==> src/rtl/stp_pkg.sv <==
// ----------------------------------------------------------------------------
// String-to-unsigned parser package
// Beat types, character codes and the digit classifier shared by the front
// stage, the queue and the back stage.
// ----------------------------------------------------------------------------
package stp_pkg;

	// Base register reset value and limits.
	localparam logic [5:0]  BASE_RESET = 6'd10;
	localparam logic [5:0]  BASE_LIMIT = 6'd36;
	localparam logic [5:0]  BASE_ONE   = 6'd1;
	localparam logic [5:0]  BASE_AUTO  = 6'd0;
	localparam logic [5:0]  BASE_OCT   = 6'd8;
	localparam logic [5:0]  BASE_DEC   = 6'd10;
	localparam logic [5:0]  BASE_HEX   = 6'd16;

	// Digit value for a character that is no digit at all.
	localparam logic [5:0]  NO_DIGIT   = 6'd63;
	localparam logic [15:0] MAX_OFFSET = 16'hFFFF;

	// Default depth of the queue between the front and back stages.
	localparam int          FIFO_DEPTH = 4;

	// ASCII codes used by the classifier.
	localparam logic [7:0]  CH_PLUS  = 8'h2B;
	localparam logic [7:0]  CH_MINUS = 8'h2D;
	localparam logic [7:0]  CH_0     = 8'h30;
	localparam logic [7:0]  CH_9     = 8'h39;
	localparam logic [7:0]  CH_UA    = 8'h41;
	localparam logic [7:0]  CH_UX    = 8'h58;
	localparam logic [7:0]  CH_UZ    = 8'h5A;
	localparam logic [7:0]  CH_LA    = 8'h61;
	localparam logic [7:0]  CH_LX    = 8'h78;
	localparam logic [7:0]  CH_LZ    = 8'h7A;
	localparam logic [7:0]  LETTER_BIAS = 8'd10;

	// Input beat: one character of a string.
	typedef struct packed {
		logic [7:0] ch;
		logic       last;
	} in_beat_t;

	// Result beat: one per string.
	typedef struct packed {
		logic [63:0] value;
		logic        valid_res;
		logic [15:0] end_offset;
	} res_beat_t;

	// Classified character as it travels through the queue.
	typedef struct packed {
		logic [5:0] digit;
		logic       is_sign;
		logic       is_minus;
		logic       is_zero;
		logic       is_x;
		logic       last;
		logic [5:0] base;
	} cls_beat_t;

	// Queue status seen by both stages.
	typedef struct packed {
		logic full;
		logic empty;
	} fifo_stat_t;

	// Value of a base-36 digit in either letter case, or NO_DIGIT.
	function automatic logic [5:0] digit_of(input logic [7:0] c);
		logic [5:0] d;
		d = NO_DIGIT;
		if (c >= CH_0 && c <= CH_9) begin
			d = 6'(c - CH_0);
		end else if (c >= CH_LA && c <= CH_LZ) begin
			d = 6'(c - CH_LA + LETTER_BIAS);
		end else if (c >= CH_UA && c <= CH_UZ) begin
			d = 6'(c - CH_UA + LETTER_BIAS);
		end
		return d;
	endfunction

endpackage

==> src/rtl/stp_front.sv <==
// ----------------------------------------------------------------------------
// Front stage
// Accepts characters, classifies them and holds one classified beat for
// the queue, stalling the source only when the queue is full.
// ----------------------------------------------------------------------------
module stp_front (
	input  logic                  clk,
	input  logic                  arst_n,
	input  logic                  in_valid,
	output logic                  in_stall,
	input  stp_pkg::in_beat_t     in_data,
	input  logic [5:0]            base,
	input  stp_pkg::fifo_stat_t   fifo_stat,
	output logic                  push,
	output stp_pkg::cls_beat_t    push_data
);
	import stp_pkg::*;

	logic      valid_s1;
	cls_beat_t beat_s1;
	cls_beat_t cls;

	// Classify the incoming character.
	always_comb begin
		cls.digit    = digit_of(in_data.ch);
		cls.is_sign  = (in_data.ch == CH_PLUS) || (in_data.ch == CH_MINUS);
		cls.is_minus = (in_data.ch == CH_MINUS);
		cls.is_zero  = (in_data.ch == CH_0);
		cls.is_x     = (in_data.ch == CH_LX) || (in_data.ch == CH_UX);
		cls.last     = in_data.last;
		cls.base     = base;
	end

	// The stage holds its beat while the queue is full.
	assign in_stall  = valid_s1 && fifo_stat.full;
	assign push      = valid_s1 && !fifo_stat.full;
	assign push_data = beat_s1;

	always_ff @(posedge clk or negedge arst_n) begin
		if (!arst_n) begin
			valid_s1 <= 1'b0;
		end else if (!in_stall) begin
			valid_s1 <= in_valid;
		end
	end

	always_ff @(posedge clk) begin
		if (!in_stall && in_valid) begin
			beat_s1 <= cls;
		end
	end

endmodule

==> src/rtl/stp_fifo.sv <==
// ----------------------------------------------------------------------------
// Beat queue
// Short first-in first-out queue of classified beats between the front and
// back stages; the head is visible without a read cycle.
// ----------------------------------------------------------------------------
module stp_fifo #(
	parameter int DEPTH = stp_pkg::FIFO_DEPTH
) (
	input  logic                 clk,
	input  logic                 arst_n,
	input  logic                 push,
	input  stp_pkg::cls_beat_t   wdata,
	input  logic                 pop,
	output stp_pkg::cls_beat_t   rdata,
	output stp_pkg::fifo_stat_t  stat
);
	import stp_pkg::*;

	localparam int PTR_W = $clog2(DEPTH);
	localparam int CNT_W = $clog2(DEPTH + 1);

	cls_beat_t          mem_q [DEPTH];
	logic [PTR_W-1:0]   wr_ptr_q;
	logic [PTR_W-1:0]   rd_ptr_q;
	logic [CNT_W-1:0]   count_q;

	function automatic logic [PTR_W-1:0] ptr_next(input logic [PTR_W-1:0] p);
		return (p == PTR_W'(DEPTH - 1)) ? '0 : PTR_W'(p + 1'b1);
	endfunction

	assign stat.full  = (count_q == CNT_W'(DEPTH));
	assign stat.empty = (count_q == '0);
	assign rdata      = mem_q[rd_ptr_q];

	// Pointers and fill count.
	always_ff @(posedge clk or negedge arst_n) begin
		if (!arst_n) begin
			wr_ptr_q <= '0;
			rd_ptr_q <= '0;
			count_q  <= '0;
		end else begin
			if (push) begin
				wr_ptr_q <= ptr_next(wr_ptr_q);
			end
			if (pop) begin
				rd_ptr_q <= ptr_next(rd_ptr_q);
			end
			if (push && !pop) begin
				count_q <= CNT_W'(count_q + 1'b1);
			end else if (pop && !push) begin
				count_q <= CNT_W'(count_q - 1'b1);
			end
		end
	end

	// Storage.
	always_ff @(posedge clk) begin
		if (push) begin
			mem_q[wr_ptr_q] <= wdata;
		end
	end

endmodule

==> src/rtl/stp_back.sv <==
// ----------------------------------------------------------------------------
// Back stage
// Runs the sign, prefix and digit state machine on classified beats, with
// one multiply-add per digit, and holds each string's result in an output
// register.
// ----------------------------------------------------------------------------
module stp_back (
	input  logic                 clk,
	input  logic                 arst_n,
	input  stp_pkg::cls_beat_t   head,
	input  stp_pkg::fifo_stat_t  fifo_stat,
	output logic                 pop,
	output logic                 out_valid,
	input  logic                 out_stall,
	output stp_pkg::res_beat_t   out_data
);
	import stp_pkg::*;

	typedef enum logic [2:0] {
		PH_START,
		PH_PREFIX,
		PH_ZERO,
		PH_BODY,
		PH_DONE,
		PH_BAD
	} phase_t;

	phase_t      phase_q;
	logic [63:0] acc_q;
	logic [5:0]  eb_q;
	logic        neg_q;
	logic        seen_q;
	logic [15:0] pos_q;
	logic [15:0] stop_q;

	logic        out_valid_q;
	logic [63:0] out_acc_q;
	logic        out_neg_q;
	logic        out_ok_q;
	logic [15:0] out_off_q;

	phase_t      n_phase;
	logic [63:0] n_acc;
	logic [5:0]  n_eb;
	logic        n_neg;
	logic        n_seen;
	logic [15:0] n_stop;
	logic        body;
	logic        prefix;
	logic        bad_base;
	logic [15:0] pos_inc;
	logic [37:0] prod_lo;
	logic [37:0] prod_hi;
	logic [63:0] mac;
	logic        res_ok;

	assign pos_inc  = (pos_q == MAX_OFFSET) ? pos_q : 16'(pos_q + 1'b1);
	assign bad_base = (head.base == BASE_ONE) || (head.base > BASE_LIMIT);

	// The head is taken unless it closes a string and the result register
	// is still held.
	assign pop = !fifo_stat.empty && (!head.last || !out_valid_q || !out_stall);

	// Multiply-add split into two 32-bit halves times the base.
	assign prod_lo = acc_q[31:0]  * {32'd0, n_eb};
	assign prod_hi = acc_q[63:32] * {32'd0, n_eb};
	assign mac     = {prod_hi[31:0], 32'd0} + {26'd0, prod_lo} + {58'd0, head.digit};

	// Next-state logic for one beat.
	always_comb begin
		n_phase = phase_q;
		n_acc   = acc_q;
		n_eb    = eb_q;
		n_neg   = neg_q;
		n_seen  = seen_q;
		n_stop  = stop_q;
		body    = 1'b0;
		prefix  = 1'b0;

		case (phase_q)
			PH_START: begin
				n_eb = head.base;
				if (bad_base) begin
					n_phase = PH_BAD;
				end else if (head.is_sign) begin
					n_neg   = head.is_minus;
					n_phase = PH_PREFIX;
				end else begin
					prefix = 1'b1;
				end
			end
			PH_PREFIX: begin
				prefix = 1'b1;
			end
			PH_ZERO: begin
				n_phase = PH_BODY;
				if (head.is_x) begin
					n_eb = BASE_HEX;
				end else begin
					if (eb_q == BASE_AUTO) begin
						n_eb = BASE_OCT;
					end
					n_seen = 1'b1;
					body   = 1'b1;
				end
			end
			PH_BODY: begin
				body = 1'b1;
			end
			default: begin
			end
		endcase

		// A possible prefix zero in auto or hex base waits for the next beat.
		if (prefix) begin
			if (head.is_zero && (n_eb == BASE_HEX || n_eb == BASE_AUTO)) begin
				n_phase = PH_ZERO;
			end else begin
				if (n_eb == BASE_AUTO) begin
					n_eb = BASE_DEC;
				end
				n_phase = PH_BODY;
				body    = 1'b1;
			end
		end

		// Digit accumulation; the first non-digit ends the number.
		if (body) begin
			if (head.digit < n_eb) begin
				n_acc  = mac;
				n_seen = 1'b1;
			end else begin
				n_stop  = pos_q;
				n_phase = PH_DONE;
			end
		end

		// Closing the string.
		if (head.last) begin
			if (n_phase == PH_ZERO) begin
				n_seen = 1'b1;
				n_stop = pos_inc;
			end else if (n_phase == PH_BODY) begin
				n_stop = pos_inc;
			end
		end
		res_ok = n_seen && (n_phase != PH_BAD);
	end

	// String state and result register.
	always_ff @(posedge clk or negedge arst_n) begin
		if (!arst_n) begin
			phase_q     <= PH_START;
			acc_q       <= '0;
			eb_q        <= '0;
			neg_q       <= 1'b0;
			seen_q      <= 1'b0;
			pos_q       <= '0;
			stop_q      <= '0;
			out_valid_q <= 1'b0;
			out_acc_q   <= '0;
			out_neg_q   <= 1'b0;
			out_ok_q    <= 1'b0;
			out_off_q   <= '0;
		end else begin
			if (out_valid_q && !out_stall && !(pop && head.last)) begin
				out_valid_q <= 1'b0;
			end
			if (pop) begin
				if (head.last) begin
					out_valid_q <= 1'b1;
					out_ok_q    <= res_ok;
					out_acc_q   <= res_ok ? n_acc : '0;
					out_neg_q   <= res_ok && n_neg;
					out_off_q   <= res_ok ? n_stop : '0;
					phase_q     <= PH_START;
					acc_q       <= '0;
					eb_q        <= '0;
					neg_q       <= 1'b0;
					seen_q      <= 1'b0;
					pos_q       <= '0;
					stop_q      <= '0;
				end else begin
					phase_q <= n_phase;
					acc_q   <= n_acc;
					eb_q    <= n_eb;
					neg_q   <= n_neg;
					seen_q  <= n_seen;
					pos_q   <= pos_inc;
					stop_q  <= n_stop;
				end
			end
		end
	end

	// Negation is applied after the result register.
	assign out_valid           = out_valid_q;
	assign out_data.value      = out_neg_q ? 64'(64'd0 - out_acc_q) : out_acc_q;
	assign out_data.valid_res  = out_ok_q;
	assign out_data.end_offset = out_off_q;

endmodule

==> src/rtl/string_to_unsigned_parser_top.sv <==
// Path: with the queue empty and the output free, the last character is
// registered in the front stage, written to the queue, and its result is
// then captured in the result register.
// Throughput: one character per cycle while in_stall is low; the back stage
// does one 64-bit by 6-bit multiply-add per character, which sets the clock path.
// Reset: arst_n clears all string state and the queue, and sets base to 10.
// ----------------------------------------------------------------------------
// String-to-unsigned parser, top level
// Streams characters through a classifying front stage and a short queue
// into the parsing back stage; one result beat per string.
// ----------------------------------------------------------------------------
module string_to_unsigned_parser_top #(
	parameter int FIFO_DEPTH = stp_pkg::FIFO_DEPTH
) (
	input  logic               clk,
	input  logic               arst_n,
	input  logic               in_valid,
	output logic               in_stall,
	input  stp_pkg::in_beat_t  in_data,
	output logic               out_valid,
	input  logic               out_stall,
	output stp_pkg::res_beat_t out_data,
	input  logic               cfg_we,
	input  logic [5:0]         cfg_wdata
);
	import stp_pkg::*;

	logic       [5:0] base_q;
	fifo_stat_t       fifo_stat;
	logic             push;
	cls_beat_t        push_data;
	cls_beat_t        head;
	logic             pop;

	// Base register.
	always_ff @(posedge clk or negedge arst_n) begin
		if (!arst_n) begin
			base_q <= BASE_RESET;
		end else if (cfg_we) begin
			base_q <= cfg_wdata;
		end
	end

	stp_front u_front (
		.clk       (clk),
		.arst_n    (arst_n),
		.in_valid  (in_valid),
		.in_stall  (in_stall),
		.in_data   (in_data),
		.base      (base_q),
		.fifo_stat (fifo_stat),
		.push      (push),
		.push_data (push_data)
	);

	stp_fifo #(
		.DEPTH (FIFO_DEPTH)
	) u_fifo (
		.clk    (clk),
		.arst_n (arst_n),
		.push   (push),
		.wdata  (push_data),
		.pop    (pop),
		.rdata  (head),
		.stat   (fifo_stat)
	);

	stp_back u_back (
		.clk       (clk),
		.arst_n    (arst_n),
		.head      (head),
		.fifo_stat (fifo_stat),
		.pop       (pop),
		.out_valid (out_valid),
		.out_stall (out_stall),
		.out_data  (out_data)
	);

`ifndef SYNTHESIS
	// A result that is not valid carries zero value and zero offset.
	a_invalid_zero: assert property (@(posedge clk) disable iff (!arst_n)
		(out_valid && !out_data.valid_res) |->
		(out_data.value == 64'd0 && out_data.end_offset == 16'd0))
		else $error("invalid result with non-zero payload");

	// A valid result has consumed at least one character.
	a_valid_offset: assert property (@(posedge clk) disable iff (!arst_n)
		(out_valid && out_data.valid_res) |-> (out_data.end_offset != 16'd0))
		else $error("valid result with zero offset");

	// A new result only follows a beat taken from the queue.
	a_result_after_pop: assert property (@(posedge clk) disable iff (!arst_n)
		$rose(out_valid) |-> $past(pop && head.last))
		else $error("result appeared without a closing beat");

	// The queue never overflows nor underflows.
	a_fifo_guard: assert property (@(posedge clk) disable iff (!arst_n)
		!(push && fifo_stat.full) && !(pop && fifo_stat.empty))
		else $error("queue overflow or underflow");
`endif

endmodule
==> config.mk <==
export PLATFORM = sky130hd
export DESIGN_NAME = string_to_unsigned_parser_top
export DESIGN_NICKNAME = d
export VERILOG_FILES = /design/src/rtl/stp_pkg.sv /design/src/rtl/stp_front.sv /design/src/rtl/stp_fifo.sv /design/src/rtl/stp_back.sv /design/src/rtl/string_to_unsigned_parser_top.sv
export SDC_FILE = /design/constraint.sdc
export NUM_CORES = 1
export LEC_CHECK = 0
export BUFFER_PORTS_ARGS = -buffer_cell sky130_fd_sc_hd__buf_4
export CORE_ASPECT_RATIO = 0.9
export CORE_UTILIZATION = 26
export DETAILED_ROUTE_END_ITERATION = 8
export SKIP_LAST_GASP = 1
export SYNTH_ARGS = -nofsm -noshare
export SYNTH_HDL_FRONTEND = slang
export SYNTH_SLANG_ARGS = --single-unit
==> constraint.sdc <==
create_clock -name clk -period 12.4 [get_ports clk]
set_clock_uncertainty 0.05 [all_clocks]
set_input_delay 1.24 -clock clk [delete_from_list [all_inputs] [get_ports clk]]
set_output_delay 1.24 -clock clk [all_outputs]
set_load 0.01 [all_outputs]
Yosys cells after proc, flatten, opt, wreduce, memory -nomap -nowiden
Memory sizes are Yosys's and may differ from the RTL's.
Index checks and enable logic that the tools add are counted.
{"block": "op_classes", "add_sub_neg": 13, "n_mul": 2, "order_cmp": 8, "n_eq_ne": 17, "n_mux": 59, "reduce_logical": 36}
{"cell": "2-to-1 mux 64 bit", "count": 5}
{"cell": "2-to-1 mux 16 bit", "count": 9}
{"cell": "adder 64 x 38 -> 64 bit", "count": 1}
{"cell": "adder 64 x 6 -> 64 bit", "count": 1}
{"cell": "subtractor 1 x 64 -> 64 bit (first input constant)", "count": 1}
{"cell": "2-to-1 mux 6 bit", "count": 9}
{"cell": "multiplier 32 x 6 -> 38 bit", "count": 1}
{"cell": "multiplier 32 x 6 -> 32 bit", "count": 1}
{"cell": "equality test 8 x 6 -> 1 bit (second input constant)", "count": 3}
{"cell": "2-to-1 mux 3 bit", "count": 8}
{"cell": "2-to-1 mux 1 bit", "count": 22}
{"cell": "adder 16 x 1 -> 16 bit (second input constant)", "count": 1}
{"cell": "equality test 16 bit (second input constant)", "count": 1}
{"cell": "equality test 8 x 7 -> 1 bit (second input constant)", "count": 2}
{"cell": ">= comparator 8 x 7 -> 1 bit (second input constant)", "count": 2}
{"cell": "<= comparator 8 x 7 -> 1 bit (second input constant)", "count": 2}
{"cell": "logical AND 1 bit", "count": 15}
{"cell": "adder 6 x 4 -> 6 bit (second input constant)", "count": 2}
{"cell": "equality test 3 x 2 -> 1 bit (second input constant)", "count": 4}
{"cell": "logical NOT 6 bit", "count": 2}
{"cell": "one-hot mux 6 bit (2 select lines)", "count": 1}
{"cell": "subtractor 6 bit (second input constant)", "count": 2}
{"cell": "logical NOT 1 bit", "count": 9}
{"cell": ">= comparator 8 x 6 -> 1 bit (second input constant)", "count": 1}
{"cell": "other kinds (20)", "count": 30}
{"block": "word_totals", "register_bits": 221, "mem_bits_rw": 68, "inputBits": 20, "output_inout_bits": 83, "mem_count": 1}
{"name": "u_fifo.mem_q", "depth": 4, "width": 17, "read_ports": 1, "rd_clocked_by_memory_dff": 0, "write_ports": 1, "line_no": "stp_fifo.sv:22", "text": "cls_beat_t mem_q [DEPTH];"}

Longest topological paths before layout
{"block": "logic_depth", "depth_word": 17, "ltp_mapped": 31, "depth_no_buf": 28}

Cells and area by module
From an unflattened synthesis, not the netlist that was laid out.
{"block": "unflattened", "cells_unflattened": 2935, "area_unflattened_um2": 26898.3}
{"module": "stp_back", "n_inst": 1, "cells_per_inst": 2705, "area_per_inst_um2": 22700.5, "seq_area_each_um2": 4754.6}
{"module": "stp_fifo", "n_inst": 1, "cells_per_inst": 126, "area_per_inst_um2": 2911.5, "seq_area_each_um2": 2217.1}
{"module": "stp_front", "n_inst": 1, "cells_per_inst": 91, "area_per_inst_um2": 1032.2, "seq_area_each_um2": 535.5}
{"module": "string_to_unsigned_parser_top", "n_inst": 1, "cells_per_inst": 13, "area_per_inst_um2": 254.0, "seq_area_each_um2": 152.6}

Worst setup path after synthesis
Ideal clock, no wire load.
{"block": "synth_path", "path_kind": "register -> register", "startpoint": "reg u_fifo.rd_ptr_q[0]", "endpoint": "reg u_back.out_acc_q[63]", "setup_time_ns": 0.069, "arrival_time_ns": 7.771, "setup_slack_ns": 4.510, "stages_incl_launch_ff": 26, "path_buffers": 2, "synth_period_minus_slack_ns": 7.890, "cell_sequence": "dfrtp_1 -> buf_2 -> mux4_2 -> a22o_1 -> nor4_1 -> nand2_1 -> o21ai_1 -> clkbuf_1 -> nand2_1 -> fa_1 -> fa_1 -> fa_1 -> inv_1 -> ha_1 -> xnor2_1 -> fa_1 -> ha_1 -> nand2_1 -> or3_1 -> a2111oi_0 -> o211a_1 -> nor4b_1 -> nand2_1 -> or2_2 -> or3_1 -> nand3_1"}
{"block": "synth_via", "elab_chain_len": 16}
{"item": "start: declaration", "line_no": "stp_fifo.sv:24", "text": "logic [PTR_W-1:0] rd_ptr_q;"}
{"item": "start signal: assignment", "line_no": "stp_fifo.sv:46", "text": "rd_ptr_q <= ptr_next(rd_ptr_q);"}
{"item": "memory read (4 x 17 bit) *"}
{"item": "parallel branches: the longest is 15 deep, another holds adder 64 x 38 -> 64 bit"}
{"item": "end signal: assignment", "line_no": "stp_back.sv:173", "text": "out_acc_q <= res_ok ? n_acc : '0;"}
{"item": "end: declaration", "line_no": "stp_back.sv:37", "text": "logic [63:0] out_acc_q;"}
Mark *: on every way between the ends.
A chain may end at the register's enable or synchronous reset.

Worst setup path in the final report
Same ends and word-level chain as after synthesis.

==> summary.md <==
| Metric | Value |
|---|---|
| Share of layout cells above drive strength 1 | a little under 9% |
| Capture endpoint of the worst hold path | u_front.push_data[5] |
| Static Leak | about 14 nW |
| Peak supply drop | roughly 230 µV |
| I/O Buffers | ~100 |
| Buffers inserted by post-CTS timing repair | 0 |
| Die Footprint | 0.105 mm² |
| Placed wire-length estimate after detailed placement | 55400 µm |
| Category of the critical setup timing path | flop to flop |
| Setup violators final | 0 |
| Number of placed instances with taps included | about 4300 |
| Total standard cell area after synthesis | ~0.027 mm² |
| Fill cell count | approximately 11000 |
| CP startpoint kind | flop |
| Sequential-to-total area share from yosys stat | 28.4% |
| Fmax | around 100 MHz |
| Number of buffers between clock root and the deepest sink | 3 |
| Area grow syn2layout | 11.7% |
| DIE HEIGHT | roughly 310 µm |
| Kind of end point of the critical path | flop |
| Worst-margin pin slew | about 1.1 ns |
| Post-synth cell types | a little under 80 |
| Critical Path AT | around 10 ns |
| Post-detailed-route count of antenna-violating nets | 0 |
| Data required, critical path | ~13 ns |
| Post-Synthesis Mean Instance Area | between 9 and 10 µm² |
| Nets in the synthesized netlist | 3370 |
| Startpoint of the worst-slack reg-to-reg timing path | u_fifo.rd_ptr_q[0] |
| Overflow after GRT | 0 |
| CTS clock-pin slew for the worst setup and hold paths | about 0.070 ns |
| Top post-synthesis cells by count | sky130_fd_sc_hd__nand2_1 (444), sky130_fd_sc_hd__inv_1 (320), sky130_fd_sc_hd__fa_1 (240), sky130_fd_sc_hd__o21ai_0 (224), sky130_fd_sc_hd__dfrtp_1 (202) |
| # hold bufs at CTS | 0 |
| Unrepaired setup endpoints after global routing | no |
| Total of cells resized after clock tree synthesis | 0 |
| Count of TritonRoute iterations in the first routing pass | 5 |
| #FFs+latches synth | just under 300 |
| Via count of the first global-routing pass | 20700 |
| Number of DRC violations after detailed routing | 0 |
| Count of warnings emitted by yosys | 0 |
| Count of final max-slew check failures | 0 |
| Count leader, synth | sky130_fd_sc_hd__nand2_1 |
| Leading register cell type out of synthesis | sky130_fd_sc_hd__dfrtp_1 |
| R2R setup slack | between 2 and 2.5 ns |
| Clock buffers created by TritonCTS | 30 |
| Number of enable-type register cells in the synthesized netlist | 85 |
| Post-synth top area share | between 10% and 20% |
| Rel. slew slack | around a quarter |
| Clock tree from TritonCTS | yes |
| Power per cell area | between 150 and 200 mW/mm² |
| Depth of the worst register-to-register path | 26 |
| Top cells by area, synth | sky130_fd_sc_hd__dfrtp_1 (19%), sky130_fd_sc_hd__fa_1 (18%), sky130_fd_sc_hd__edfxtp_1 (9.5%) |
| Cell at the root of the clock tree | sky130_fd_sc_hd__clkbuf_16 |
| Number of primary I/O pins | around 100 |
| Routed via count divided by cell count | between 4 and 5 |
| Antenna violations before repair | 3 |
| Vias after detailed routing | 21200 |
| Clock latency on the worst-skew pair | roughly 0.62 ns |
| Combined buffer and inverter count along the critical path | 4 |
| CTS H-Tree Depth | 1 |
| Largest area contributor in the synthesized netlist | sky130_fd_sc_hd__dfrtp_1 |
| Number of instances in the synthesized netlist | about 3000 |
| Critical Path Most Common Cell | sky130_fd_sc_hd__fa_1 |
| ANT cells | 0 |
| Wire length after detailed routing | 74200 µm |
| Drt wl/cell | ~17 µm |
| Pin count of the biggest net entering global routing | 91 |
| Initial core utilization | between 20% and 30% |
| Crit-path slowest cell | sky130_fd_sc_hd__nor4b_1 |
| Max Cap Violations | 0 |
| Hold path startpoint | base_q[5] |
| Final TNS setup | 0 ns |
| Share of the clock period used by the worst path after layout | roughly four fifths |
| Routability Congestion | just under 0.9 |
| Fraction of synthesis flops using an asynchronous set or reset pin | 70.6% |
| Number of DRC markers in iteration 0 | 1535 |
| Worst Hold Depth | 0 |
| Utilization of the core after routing | roughly 30% |
| Wire length of the first global-routing pass | roughly 120000 µm |
| Number of rows in the core area | 111 |
| Non-filler instance count after layout | ~4300 |
| Reg-to-Reg End | u_back.out_acc_q[63] |
| Shortest period the worst path allows | 9.96 ns |
| Number of failing hold endpoints at the final stage | 0 |
| Area of the placeable core | 0.102 mm² |
| Outcome | finished, final reports clean |
| CP delay by family, top | simple AND/OR/NAND/NOR gates |
| Critical path peak fanout | 61 |
| # clock sinks | approximately 290 |
| DIE WIDTH | about 340 µm |
| CP peak stage delay | 0.98 ns |
| Layout net count | approximately 3400 |
| Overall track demand over capacity in global routing | between 10% and 20% |
| Hold Crit Class | flop to flop |
==> kinds of logic after synthesis <==
family	share of synthesized area [%]
AND/OR/NAND/NOR	17.7
AO/OA/AOI/OAI	14.2
buffers and inverters	6.97
adder cells (fa/ha/maj)	24.2
flip-flops	28.4
XOR/XNOR	4.98
multiplexers	3.56
==> per-layer routing <==
layer	global-route usage, %	wire (µm)	part of all wire (%)	vias up
met5	0	0	0	-
met3	3.50	6110	8.2	58
li1	-	-	-	9960
met1	21.3	36600	49	10600
met4	1.97	1030	1.4	0
met2	20.2	30500	41	626
==> layout make-up <==
type / count / area [µm²] / share of cell area [%]
multi-input cells: 2188 / 17500 / 58.1
flip-flops and latches: 289 / 7660 / 25.4
well taps: 1356 / 1700 / 5.63
inverters: 321 / 1200 / 4.00
repair buffers: 126 / 953 / 3.16
clock buffers: 33 / 772 / 2.56
clock inverters: 23 / 339 / 1.12
==> stage by stage <==
stage	instance area (µm²)	hold slack (ns)	power [mW]	setup WS, ns
3_3_place_gp	29000	0.380	4.93	2.82
6_report	30200	0.399	5.99	2.44
5_1_grt	30200	0.413	6.42	1.82
4_1_cts	30200	0.405	6.02	2.61
3_5_place_dp	29000	0.389	4.96	2.67
2_1_floorplan	27000	0.371	3.73	4.51
==> registers in the layout, summed over array words and instances, names as in the netlist, 3 cells and up <==
| name | count |
|---|---|
| base_q | 6 |
| u_back.stop_q | 16 |
| u_fifo.count_q | 3 |
| u_back.phase_q | 3 |
| u_fifo.mem_q | 68 |
| u_back.acc_q | 64 |
| u_back.out_off_q | 16 |
| u_back.out_acc_q | 64 |
| u_front.push_data | 17 |
| u_back.eb_q | 6 |
| u_back.pos_q | 16 |
==> how the worst max path moves through the flow <==
stage                           end  cells past startpoint          startpoint  slack [ns]
2_1_floorplan  u_back.out_acc_q[63]                     25  u_fifo.rd_ptr_q[0]        4.51
3_3_place_gp   u_back.out_acc_q[63]                     27  u_fifo.rd_ptr_q[0]        2.82
3_5_place_dp   u_back.out_acc_q[63]                     26  u_fifo.rd_ptr_q[0]        2.67
4_1_cts        u_back.out_acc_q[63]                     26  u_fifo.rd_ptr_q[0]        2.61
5_1_grt        u_back.out_acc_q[63]                     26  u_fifo.rd_ptr_q[0]        1.82
6_report       u_back.out_acc_q[63]                     26  u_fifo.rd_ptr_q[0]        2.44
==> where the power goes <==
group          internal, mW  switching (mW)
registers              1.16           0.180
clock network         0.601           0.439
logic                  1.11            2.49
total                  2.87            3.11
==> placed cells by master, fill, tap and decap left out, types with 9 or more instances in the layout <==
cell type / count
sky130_fd_sc_hd__edfxtp_1: 85
sky130_fd_sc_hd__and3_1: 27
sky130_fd_sc_hd__dfrtp_1: 201
sky130_fd_sc_hd__a211oi_1: 12
sky130_fd_sc_hd__a32o_1: 11
sky130_fd_sc_hd__inv_1: 320
sky130_fd_sc_hd__nand4_1: 16
sky130_fd_sc_hd__fa_1: 240
sky130_fd_sc_hd__a31oi_1: 13
sky130_fd_sc_hd__nor4_1: 15
sky130_fd_sc_hd__o31ai_1: 26
sky130_fd_sc_hd__mux2i_1: 41
sky130_fd_sc_hd__nand2b_1: 13
sky130_fd_sc_hd__o22ai_1: 9
sky130_fd_sc_hd__a21o_1: 44
sky130_fd_sc_hd__or2_2: 14
sky130_fd_sc_hd__a22o_1: 20
sky130_fd_sc_hd__clkbuf_16: 30
sky130_fd_sc_hd__mux4_2: 17
sky130_fd_sc_hd__buf_4: 125
sky130_fd_sc_hd__a21oi_1: 107
sky130_fd_sc_hd__or3_1: 35
sky130_fd_sc_hd__nor2b_1: 10
sky130_fd_sc_hd__ha_1: 137
sky130_fd_sc_hd__and2_1: 180
sky130_fd_sc_hd__xnor2_1: 118
sky130_fd_sc_hd__mux2_2: 15
sky130_fd_sc_hd__nand2_1: 443
sky130_fd_sc_hd__nor3_1: 26
sky130_fd_sc_hd__o21ai_0: 223
sky130_fd_sc_hd__o211ai_1: 20
sky130_fd_sc_hd__nor2_1: 90
sky130_fd_sc_hd__nand3_1: 93
sky130_fd_sc_hd__xor2_1: 33
Note: power is estimated with default switching activity, not from simulation.
